File: src/rtl/core/cfe_pkg.sv
// Shared types, constants and the CRC-16 byte update for the frame encoder.
`timescale 1ns / 1ps

package cfe_pkg;

  localparam logic [7:0]  SYNC_A     = 8'hAA;
  localparam logic [7:0]  SYNC_B     = 8'h55;
  localparam logic [7:0]  DATA_CMD   = 8'h03;
  localparam logic [15:0] CRC_POLY   = 16'h1021;
  localparam logic [15:0] SEED_RESET = 16'hFFFF;

  localparam int QUEUE_DEPTH = 4;

  // Serializer step numbers
  localparam logic [3:0] STEP_FIRST     = 4'd0;
  localparam logic [3:0] STEP_HDR_LAST  = 4'd6;
  localparam logic [3:0] STEP_HDR_CRCLO = 4'd7;
  localparam logic [3:0] STEP_HDR_CRCHI = 4'd8;
  localparam logic [3:0] STEP_DAT_CRCLO = 4'd1;
  localparam logic [3:0] STEP_DAT_CRCHI = 4'd2;

  typedef enum logic [1:0] {
    OP_CMD  = 2'd0,
    OP_HDR  = 2'd1,
    OP_DATA = 2'd2
  } opcode_e;

  typedef enum logic {
    JOB_HDR  = 1'b0,
    JOB_DATA = 1'b1
  } job_kind_e;

  // One unit of work for the serializer; a payload byte travels in opt[7:0]
  typedef struct packed {
    job_kind_e   kind;
    logic [7:0]  cmd;
    logic [15:0] opt;
    logic        tail;   // append the CRC after this job's bytes
  } job_t;

  typedef struct packed {
    logic valid;
    job_t job;
  } push_t;

  function automatic logic [15:0] crc_byte(logic [15:0] crc, logic [7:0] b);
    logic [15:0] c;
    c = crc ^ {b, 8'h00};
    for (int i = 0; i < 8; i++) begin
      c = c[15] ? ({c[14:0], 1'b0} ^ CRC_POLY) : {c[14:0], 1'b0};
    end
    return c;
  endfunction

endpackage

File: src/rtl/core/cfe_in_if.sv
// Input item channel: valid/ready handshake with the request fields.
`timescale 1ns / 1ps

interface cfe_in_if;
  logic        valid;
  logic        ready;
  logic [1:0]  opcode;
  logic [7:0]  cmd_code;
  logic [15:0] opt_word;
  logic [7:0]  data_byte;

  modport source (output valid, output opcode, output cmd_code, output opt_word,
                  output data_byte, input ready);
  modport sink (input valid, input opcode, input cmd_code, input opt_word,
                input data_byte, output ready);
endinterface

File: src/rtl/core/cfe_out_if.sv
// Output byte channel: valid/ready handshake with the serialized byte.
`timescale 1ns / 1ps

interface cfe_out_if;
  logic       valid;
  logic       ready;
  logic [7:0] out_byte;
  logic       last_of_run;

  modport source (output valid, output out_byte, output last_of_run, input ready);
  modport sink (input valid, input out_byte, input last_of_run, output ready);
endinterface

File: src/rtl/core/cfe_front.sv
// Front end: accepts items, tracks the open data frame and issues serializer jobs.
`timescale 1ns / 1ps

module cfe_front import cfe_pkg::*; (
  input  logic   clk_i,
  input  logic   rst_ni,
  cfe_in_if.sink in_i,
  input  logic   full_i,
  output push_t  push_o
);

  logic [15:0] remain_q, remain_d;
  logic        accept;

  assign in_i.ready = ~full_i;
  assign accept     = in_i.valid & ~full_i;

  always_comb begin
    remain_d          = remain_q;
    push_o.valid      = 1'b0;
    push_o.job.kind   = JOB_HDR;
    push_o.job.cmd    = in_i.cmd_code;
    push_o.job.opt    = in_i.opt_word;
    push_o.job.tail   = 1'b1;
    if (accept) begin
      case (in_i.opcode)
        OP_CMD: begin
          push_o.valid = 1'b1;
          remain_d     = '0;
        end
        OP_HDR: begin
          push_o.valid    = 1'b1;
          push_o.job.cmd  = DATA_CMD;
          push_o.job.tail = (in_i.opt_word == '0);
          remain_d        = in_i.opt_word;
        end
        OP_DATA: begin
          // drop payload when no frame is open
          if (remain_q != '0) begin
            push_o.valid    = 1'b1;
            push_o.job.kind = JOB_DATA;
            push_o.job.opt  = {8'h00, in_i.data_byte};
            push_o.job.tail = (remain_q == 16'd1);
            remain_d        = remain_q - 16'd1;
          end
        end
        default: ;
      endcase
    end
  end

  always_ff @(posedge clk_i or negedge rst_ni) begin
    if (!rst_ni) begin
      remain_q <= '0;
    end else begin
      remain_q <= remain_d;
    end
  end

endmodule

File: src/rtl/core/cfe_queue.sv
// Job queue between the front end and the serializer.
`timescale 1ns / 1ps

module cfe_queue import cfe_pkg::*; #(
  parameter int Depth = QUEUE_DEPTH
) (
  input  logic  clk_i,
  input  logic  rst_ni,
  input  push_t push_i,
  input  logic  pop_i,
  output logic  full_o,
  output logic  empty_o,
  output job_t  head_o
);

  localparam int AW = (Depth > 1) ? $clog2(Depth) : 1;
  localparam int CW = $clog2(Depth + 1);
  localparam logic [AW-1:0] LastIdx = AW'(Depth - 1);
  localparam logic [CW-1:0] FullCnt = CW'(Depth);

  job_t          slots_q [Depth];
  logic [AW-1:0] wr_q, rd_q;
  logic [CW-1:0] cnt_q;
  logic          do_push, do_pop;

  assign full_o  = (cnt_q == FullCnt);
  assign empty_o = (cnt_q == '0);
  assign head_o  = slots_q[rd_q];
  assign do_push = push_i.valid & ~full_o;
  assign do_pop  = pop_i & ~empty_o;

  always_ff @(posedge clk_i) begin
    if (do_push) begin
      slots_q[wr_q] <= push_i.job;
    end
  end

  always_ff @(posedge clk_i or negedge rst_ni) begin
    if (!rst_ni) begin
      wr_q  <= '0;
      rd_q  <= '0;
      cnt_q <= '0;
    end else begin
      if (do_push) begin
        wr_q <= (wr_q == LastIdx) ? '0 : wr_q + AW'(1);
      end
      if (do_pop) begin
        rd_q <= (rd_q == LastIdx) ? '0 : rd_q + AW'(1);
      end
      if (do_push && !do_pop) begin
        cnt_q <= cnt_q + CW'(1);
      end else if (do_pop && !do_push) begin
        cnt_q <= cnt_q - CW'(1);
      end
    end
  end

endmodule

File: src/rtl/core/cfe_back.sv
// Serializer: emits one frame byte per cycle from queued jobs while output is ready; keeps the CRC.
`timescale 1ns / 1ps

module cfe_back import cfe_pkg::*; (
  input  logic        clk_i,
  input  logic        rst_ni,
  input  logic [15:0] seed_i,
  input  logic        empty_i,
  input  job_t        head_i,
  output logic        pop_o,
  cfe_out_if.source   out_o
);

  logic [3:0]  step_q, step_d, step_end;
  logic [15:0] crc_q, crc_d, crc_in;
  logic        out_valid_q, emit, crc_use;
  logic [7:0]  out_byte_q, byte_d;
  logic        out_last_q;

  assign emit  = ~empty_i & (~out_valid_q | out_o.ready);
  assign pop_o = emit & (step_q == step_end);

  always_comb begin
    byte_d  = crc_q[15:8];
    crc_use = 1'b0;
    crc_in  = crc_q;
    if (head_i.kind == JOB_HDR) begin
      step_end = head_i.tail ? STEP_HDR_CRCHI : STEP_HDR_LAST;
      if (step_q == STEP_FIRST) begin
        crc_in = seed_i;
      end
      crc_use = (step_q <= STEP_HDR_LAST);
      case (step_q)
        4'd0:           byte_d = SYNC_A;
        4'd1:           byte_d = SYNC_B;
        4'd2:           byte_d = head_i.cmd;
        4'd3:           byte_d = head_i.opt[7:0];
        4'd4:           byte_d = head_i.opt[15:8];
        4'd5:           byte_d = ~head_i.opt[7:0];
        4'd6:           byte_d = ~head_i.opt[15:8];
        STEP_HDR_CRCLO: byte_d = crc_q[7:0];
        default:        byte_d = crc_q[15:8];
      endcase
    end else begin
      step_end = head_i.tail ? STEP_DAT_CRCHI : STEP_FIRST;
      crc_use  = (step_q == STEP_FIRST);
      case (step_q)
        STEP_FIRST:     byte_d = head_i.opt[7:0];
        STEP_DAT_CRCLO: byte_d = crc_q[7:0];
        default:        byte_d = crc_q[15:8];
      endcase
    end
    crc_d  = (emit && crc_use) ? crc_byte(crc_in, byte_d) : crc_q;
    step_d = emit ? ((step_q == step_end) ? STEP_FIRST : step_q + 4'd1) : step_q;
  end

  always_ff @(posedge clk_i or negedge rst_ni) begin
    if (!rst_ni) begin
      step_q      <= STEP_FIRST;
      crc_q       <= SEED_RESET;
      out_valid_q <= 1'b0;
    end else begin
      step_q <= step_d;
      crc_q  <= crc_d;
      if (emit) begin
        out_valid_q <= 1'b1;
      end else if (out_o.ready) begin
        out_valid_q <= 1'b0;
      end
    end
  end

  always_ff @(posedge clk_i) begin
    if (emit) begin
      out_byte_q <= byte_d;
      out_last_q <= pop_o;
    end
  end

  assign out_o.valid       = out_valid_q;
  assign out_o.out_byte    = out_byte_q;
  assign out_o.last_of_run = out_last_q;

endmodule

File: src/rtl/core/crc16_command_frame_encoder.sv
// An item's first byte passes the job queue and output register before it is offered.
// The serializer sends one byte per cycle while jobs wait and the output is ready. A
// command frame is nine bytes, a data header seven (nine at size zero), a payload byte
// one, the last three. The queue lets input flow while the serializer works or stalls,
// until full. Reset clears queue, open frame and output; the CRC seed returns to 0xFFFF.
`timescale 1ns / 1ps

module crc16_command_frame_encoder import cfe_pkg::*; #(
  parameter int QueueDepth = QUEUE_DEPTH
) (
  input  logic        clk_i,
  input  logic        rst_ni,
  cfe_in_if.sink      in_i,
  cfe_out_if.source   out_o,
  input  logic        cfg_we_i,
  input  logic [15:0] cfg_wdata_i
);

  logic [15:0] seed_q;
  push_t       push;
  job_t        head;
  logic        full, empty, pop;

  always_ff @(posedge clk_i or negedge rst_ni) begin
    if (!rst_ni) begin
      seed_q <= SEED_RESET;
    end else if (cfg_we_i) begin
      seed_q <= cfg_wdata_i;
    end
  end

  cfe_front u_front (
    .clk_i  (clk_i),
    .rst_ni (rst_ni),
    .in_i   (in_i),
    .full_i (full),
    .push_o (push)
  );

  cfe_queue #(
    .Depth (QueueDepth)
  ) u_queue (
    .clk_i   (clk_i),
    .rst_ni  (rst_ni),
    .push_i  (push),
    .pop_i   (pop),
    .full_o  (full),
    .empty_o (empty),
    .head_o  (head)
  );

  cfe_back u_back (
    .clk_i   (clk_i),
    .rst_ni  (rst_ni),
    .seed_i  (seed_q),
    .empty_i (empty),
    .head_i  (head),
    .pop_o   (pop),
    .out_o   (out_o)
  );

endmodule
File: src/flat_wrapper.sv
// flat-port wrapper written by rule: the top's interface ports become plain ports
module crc16_command_frame_encoder_flat import cfe_pkg::*;
#(
  parameter int QueueDepth = QUEUE_DEPTH
)
  (clk_i, rst_ni, cfg_we_i, cfg_wdata_i, in_i_valid, in_i_opcode, in_i_cmd_code, in_i_opt_word, in_i_data_byte, in_i_ready, out_o_valid, out_o_out_byte, out_o_last_of_run, out_o_ready);
  cfe_in_if in_i_i ();
  cfe_out_if out_o_i ();
  input  logic clk_i;
  input  logic rst_ni;
  input  logic cfg_we_i;
  input  logic [15:0] cfg_wdata_i;
  input wire logic [$bits(in_i_i.valid)-1:0] in_i_valid;
  input wire logic [$bits(in_i_i.opcode)-1:0] in_i_opcode;
  input wire logic [$bits(in_i_i.cmd_code)-1:0] in_i_cmd_code;
  input wire logic [$bits(in_i_i.opt_word)-1:0] in_i_opt_word;
  input wire logic [$bits(in_i_i.data_byte)-1:0] in_i_data_byte;
  output wire logic [$bits(in_i_i.ready)-1:0] in_i_ready;
  output wire logic [$bits(out_o_i.valid)-1:0] out_o_valid;
  output wire logic [$bits(out_o_i.out_byte)-1:0] out_o_out_byte;
  output wire logic [$bits(out_o_i.last_of_run)-1:0] out_o_last_of_run;
  input wire logic [$bits(out_o_i.ready)-1:0] out_o_ready;
  assign in_i_i.valid = in_i_valid;
  assign in_i_i.opcode = in_i_opcode;
  assign in_i_i.cmd_code = in_i_cmd_code;
  assign in_i_i.opt_word = in_i_opt_word;
  assign in_i_i.data_byte = in_i_data_byte;
  assign in_i_ready = in_i_i.ready;
  assign out_o_valid = out_o_i.valid;
  assign out_o_out_byte = out_o_i.out_byte;
  assign out_o_last_of_run = out_o_i.last_of_run;
  assign out_o_i.ready = out_o_ready;
  crc16_command_frame_encoder #(.QueueDepth(QueueDepth)) u_core (.clk_i(clk_i), .rst_ni(rst_ni), .in_i(in_i_i), .out_o(out_o_i), .cfg_we_i(cfg_we_i), .cfg_wdata_i(cfg_wdata_i));
endmodule
File: config.mk
export PLATFORM = sky130hd
export DESIGN_NAME = crc16_command_frame_encoder_flat
export DESIGN_NICKNAME = d
export VERILOG_FILES = /design/src/rtl/core/cfe_pkg.sv /design/src/rtl/core/cfe_in_if.sv /design/src/rtl/core/cfe_out_if.sv /design/src/rtl/core/cfe_front.sv /design/src/rtl/core/cfe_queue.sv /design/src/rtl/core/cfe_back.sv /design/src/rtl/core/crc16_command_frame_encoder.sv /design/src/flat_wrapper.sv
export SDC_FILE = /design/constraint.sdc
export NUM_CORES = 1
export LEC_CHECK = 0
export ABC_CLOCK_PERIOD_IN_PS = 4400
export BUFFER_PORTS_ARGS = -buffer_cell sky130_fd_sc_hd__buf_2
export CORE_MARGIN = 4
export CORE_UTILIZATION = 55
export CTS_CLUSTER_DIAMETER = 40
export CTS_CLUSTER_SIZE = 25
export DETAILED_ROUTE_END_ITERATION = 6
export GPL_ROUTABILITY_DRIVEN = 0
export HOLD_SLACK_MARGIN = 0.08
export PLACE_DENSITY = 0.8
export SLEW_MARGIN = 5
export SYNTH_ARGS = -nofsm -noshare
export SYNTH_HDL_FRONTEND = slang
export SYNTH_HIERARCHICAL = 1
export SYNTH_SLANG_ARGS = --single-unit
File: constraint.sdc
create_clock -name clk_i -period 4.4 [get_ports clk_i]
set_clock_uncertainty 0.05 [all_clocks]
set_input_delay 0.88 -clock clk_i [delete_from_list [all_inputs] [get_ports clk_i]]
set_output_delay 0.88 -clock clk_i [all_outputs]
set_load 0.02 [all_outputs]
* Yosys cells after proc, flatten, opt, wreduce, memory -nomap -nowiden
Memory sizes are Yosys's and may differ from the RTL's. Cells that the tools add are included.
Storage, ports and cells: bits in writable memories 104, bits of input ports 55, memories kept 1, output and inout bits 11, register bits 69, word-level logic and storage cells 104
Memories:
- u_core.u_queue.slots_q | words 4, width 26, read ports 1, clocked after memory_dff 0, wr ports 1, RTL line cfe_queue.sv:21 | job_t slots_q [Depth];
Operators by class: equality and inequality tests 15, order comparisons 1, mux-type cells 36, bitwise operators 20, add/subtract/negate cells 6, reductions and logical operators 15
Operators with widths (number):
- $mux W13 | 8
- $mux W16 | 4
- $pmux W8 S8 | 1
- $pmux W16 S3 | 1
- $mux W27 | 1
- $not A3 Y3 | 8
- $mux W17 | 1
- $eq A16 B1 Y1 const B | 1
- $eq A4 B3 Y1 const B | 4
- $logic_not A16 Y1 | 1
- $mux W8 | 2
- $not A8 Y8 | 2
- $pmux W8 S2 | 1
- $reduce_bool A16 Y1 | 1
- $sub A16 B1 Y16 const B | 1
- $xor A16 B16 Y16 | 1
- $mux W4 | 3
- $eq A4 B2 Y1 const B | 2
- $mux W2 | 4
- $eq A2 B2 Y1 const B | 3
- $mux W1 | 6
- $mux W3 | 2
- $and A1 B1 Y1 | 5
- $add A2 B1 Y2 const B | 2
- other kinds (21) | 28

* Logic depth before layout (Yosys ltp)
An unclocked memory read counts as a cell.
depth after elaboration 21, gate-level depth with buffers 15

* Hierarchy
Netlist, hierarchy kept.
Modules (own cells, without submodules):
- cfe_queue | cells an instance 173, area an instance 4230.3 µm², times used 1, seq. area each 3298.2 µm²
- cfe_back | cells an instance 258, area an instance 2590.0 µm², times used 1, seq. area each 815.8 µm²
- cfe_front | cells an instance 172, area an instance 1425.1 µm², times used 1, seq. area each 400.4 µm²
- crc16_command_frame_encoder | cells an instance 34, area an instance 669.4 µm², times used 1, seq. area each 420.4 µm²

* Worst setup path after synthesis
No wires, ideal clock.
path type reg-to-reg, from register u_core.u_queue.rd_q[1], to register u_core.u_queue.cnt_q[1], setup time 0.125 ns, buffers on the path 2, cell stages (with the launch flop) 14, required time 4.225 ns, slack 0.842 ns, data arrival time 3.383 ns, period minus slack after synthesis 3.558 ns, cells stage by stage dfrtp_1 -> buf_2 -> buf_2 -> mux4_2 -> clkinv_1 -> ha_1 -> xor2_1 -> nor4_1 -> and2_1 -> o31ai_2 -> ha_1 -> inv_1 -> fa_1 -> mux2_2
RTL lines:
- start: declaration | RTL line cfe_queue.sv:22 | logic [AW-1:0] wr_q, rd_q;
- start signal: assignment | RTL line cfe_queue.sv:48 | rd_q <= (rd_q == LastIdx) ? '0 : rd_q + AW'(1);
- end signal: assignment | RTL line cfe_queue.sv:51 | cnt_q <= cnt_q + CW'(1);
- end signal: assignment | RTL line cfe_queue.sv:53 | cnt_q <= cnt_q - CW'(1);
- end: declaration | RTL line cfe_queue.sv:23 | logic [CW-1:0] cnt_q;

==> run summary <==
Vias per cell = 6.10
FILL cells = 1148
Hold_buf cts = 0
Worst min path class = reg -> reg
Syn nets = 711
Die area = 18300 um2
Port buffer count = 65
Area of the multi-input gates = 3630 um2
Slew margin rel. = 0.197
Sequential share of the synthesized area = 0.554
Mapped Cells = 637
All-Layer GR Usage = 0.219
Initial Util = 0.561
Setup violators final = 0
Max Freq = 263 MHz
GRT overflow = 0
Final Slew Violations = 0
Gr busiest metal = met2
Startpoint Class = register
Met3 Resource Use GR = 0.0498
Final TNS setup = 0 ps
Clock Path Buffers = 2
Crit Path Max Fanout = 12
Synthesis-stage register bit count = 173
DP HPWL = 13.1 mm
DIE WIDTH = 135 um
Share of cells above drive strength 1 = 0.326
Type of the worst setup path = reg -> reg
Dpl cell area = 9330 um2
Synth area leader = edfxtp_1
IO Pins = 66
CTS tree = done
Layout net count = 773
Tmin final = 3800 ps
Post-synth EDFFs = 113
Total CTS buffers = 17
Hold slack = 439 ps
Fraction of registers with async set/reset = 0.347
Clk sinks = 173
Yosys top cell area share = 0.381
Total Wirelength = 19.3 mm
Synth area leaders = edfxtp_1 38%, dfstp_2 9.4%, dfrtp_1 7.9%
Worst path required time = 4660 ps
ANT nets after route = 0
Max capacitance violation total = 0
First-pass GRT wire length = 30.7 mm
Vias in the first global route = 5648
Ys flop type = edfxtp_1
H-tree levels = 4
Mapped Area = 8910 um2
Met2 Track Usage GR = 0.355
RSZ-0062 raised after global routing = false
Fin crit share = 0.863
Util after Layout = 0.623
Synth warnings = 6
Crit. End Element = register
Core area = 15900 um2
Initial DRC count = 602
Fin area = 9900 um2
Final hold violations = 0
Row cnt = 46
Post-CTS Resized = 0
Yosys cell types = 80
Remaining DRCs = 0
Leakage dissipation = 3.68 nW
Max VDD drop = 393 uV
Pin count of the biggest net entering global routing = 44
Die Y = 135 um
Post-CTS Setup Bufs = 0
GRT met1 Usage = 0.293
Status = complete, no violations
CTS root buf = clkbuf_16
DRT Pass-1 Iters = 5
Initial antenna violation count = 0
Register area = 4930 um2
Area grow syn2layout = 11.1%
Clk pin slew, worst setup/hold paths = 60 ps
Power Density = 794 nW/um2
Arr. time, crit path = 4060 ps
Avg Cell Area, Syn = 14.0 um2
Via count = 5663
Clk_lat worst skew = 430 ps
WL per Instance = 20.8 um
Ant diodes = 0
Slew @ Worst Pin = 1190 ps
==> layout by cell type (no fill, tap or decap), types with 7 or more instances in the layout <==
cell type	count
inv_1	16
nand2b_1	13
mux2_2	18
clkbuf_16	17
o21ai_0	40
a22oi_1	10
mux2i_1	20
nor2_1	19
mux2_4	13
dfrtp_1	28
a22o_1	9
ha_1	18
edfxtp_1	113
buf_4	13
a32oi_1	8
xnor2_2	8
xnor2_1	10
xor2_1	12
a31oi_1	7
buf_2	65
mux4_2	25
nor3_1	15
o21ai_1	12
a21oi_1	12
dfstp_2	32
nand2_1	37
and2_1	10
==> worst paths after layout <==
check / endpoint / startpoint / slack [ps] / cells after the start
worst max-delay path: u_core/u_queue/cnt_q[1] / u_core/u_queue/rd_q[0] / 600 / 12
max in group asynchronous: u_core/u_queue/wr_q[1] / rst_ni / 2890 / 2
worst min register to register: u_core/u_back/crc_q[13] / u_core/u_back/crc_q[13] / 440 / 2
min in group asynchronous: u_core/u_queue/cnt_q[1] / rst_ni / 610 / 1
worst min-delay path: u_core/u_back/crc_q[13] / u_core/u_back/crc_q[13] / 440 / 2
worst max register to register: u_core/u_queue/cnt_q[1] / u_core/u_queue/rd_q[0] / 600 / 12
==> flip-flops by register name (all words and copies together), names as in the netlist <==
name,cells
u_core/u_queue/slots_q,104
u_core/seed_q,16
u_core/u_back/crc_q,16
u_core/u_front/remain_q,16
u_core/u_back/out_o.out_byte,8
u_core/u_back/step_q,4
u_core/u_queue/cnt_q,3
u_core/u_queue/rd_q,2
u_core/u_queue/wr_q,2
u_core/u_back/out_o.last_of_run,1
u_core/u_back/out_o.valid,1
==> per-layer routing <==
layer | vias to the layer above | wire [um]
li1 | 2555 | -
met1 | 2830 | 8090
met2 | 234 | 9620
met3 | 44 | 1090
met4 | 0 | 478
met5 | - | 0
==> worst max-delay path: stages (launching register included) <==
cell	delay [ps]
dfrtp_1	400
mux4_2	570
clkinv_1	420
ha_1	330
xor2_1	140
nor4_1	300
buf_4	190
and2_1	160
o31ai_2	110
ha_1	240
inv_1	90
fa_1	420
mux2_2	270
==> power breakdown <==
part           internal, mW  switching [mW]  leakage, nW
Clock                 0.852           0.601        0.277
Sequential             2.22           0.313         1.73
Combinational          1.72            2.16         1.67
==> cells by family (layout without fill, tap and decap cells) <==
family | Yosys count | after routing | share of synthesized area
and+or+nand+nor | 149 | 149 | 0.100
xor gates and xnor gates | 32 | 32 | 0.0399
AOI/OAI and AO/OA | 133 | 133 | 0.105
buffers and inverters | 53 | 128 | 0.0390
muxes | 78 | 78 | 0.134
adders and majority gates | 19 | 19 | 0.0275
DFF | 173 | 173 | 0.554
==> metrics by stage <==
step,power (mW),std cells,setup slack [ps]
after floorplan,5.65,637,842
after global placement,6.23,896,793
after detailed placement,6.38,896,629
after CTS,7.87,928,583
after global routing,8.34,928,345
final,7.86,928,602
==> cell usage after synthesis (9+ instances only) <==
library cell	number
buf_2	9
mux2i_1	20
mux4_2	25
mux2_4	13
xor2_1	12
edfxtp_1	113
o21ai_1	12
buf_6	9
and2_1	10
nor3_1	15
nand2b_1	13
ha_1	18
a21oi_1	12
mux2_2	18
clkbuf_1	9
a22oi_1	10
a22o_1	9
xnor2_1	10
dfstp_2	32
nor2_1	20
o21ai_0	40
dfrtp_1	28
nand2_1	37
inv_1	16
==> area by class of cell <==
type                       instances  area share
sequential                       173       0.498
multi-input combinational        411       0.367
clock buffer                      22      0.0459
timing repair buffer              78      0.0427
tap                              216      0.0273
clock inverter                    10      0.0118
inverter                          18     0.00682
Power figures use the tool's default switching activity.
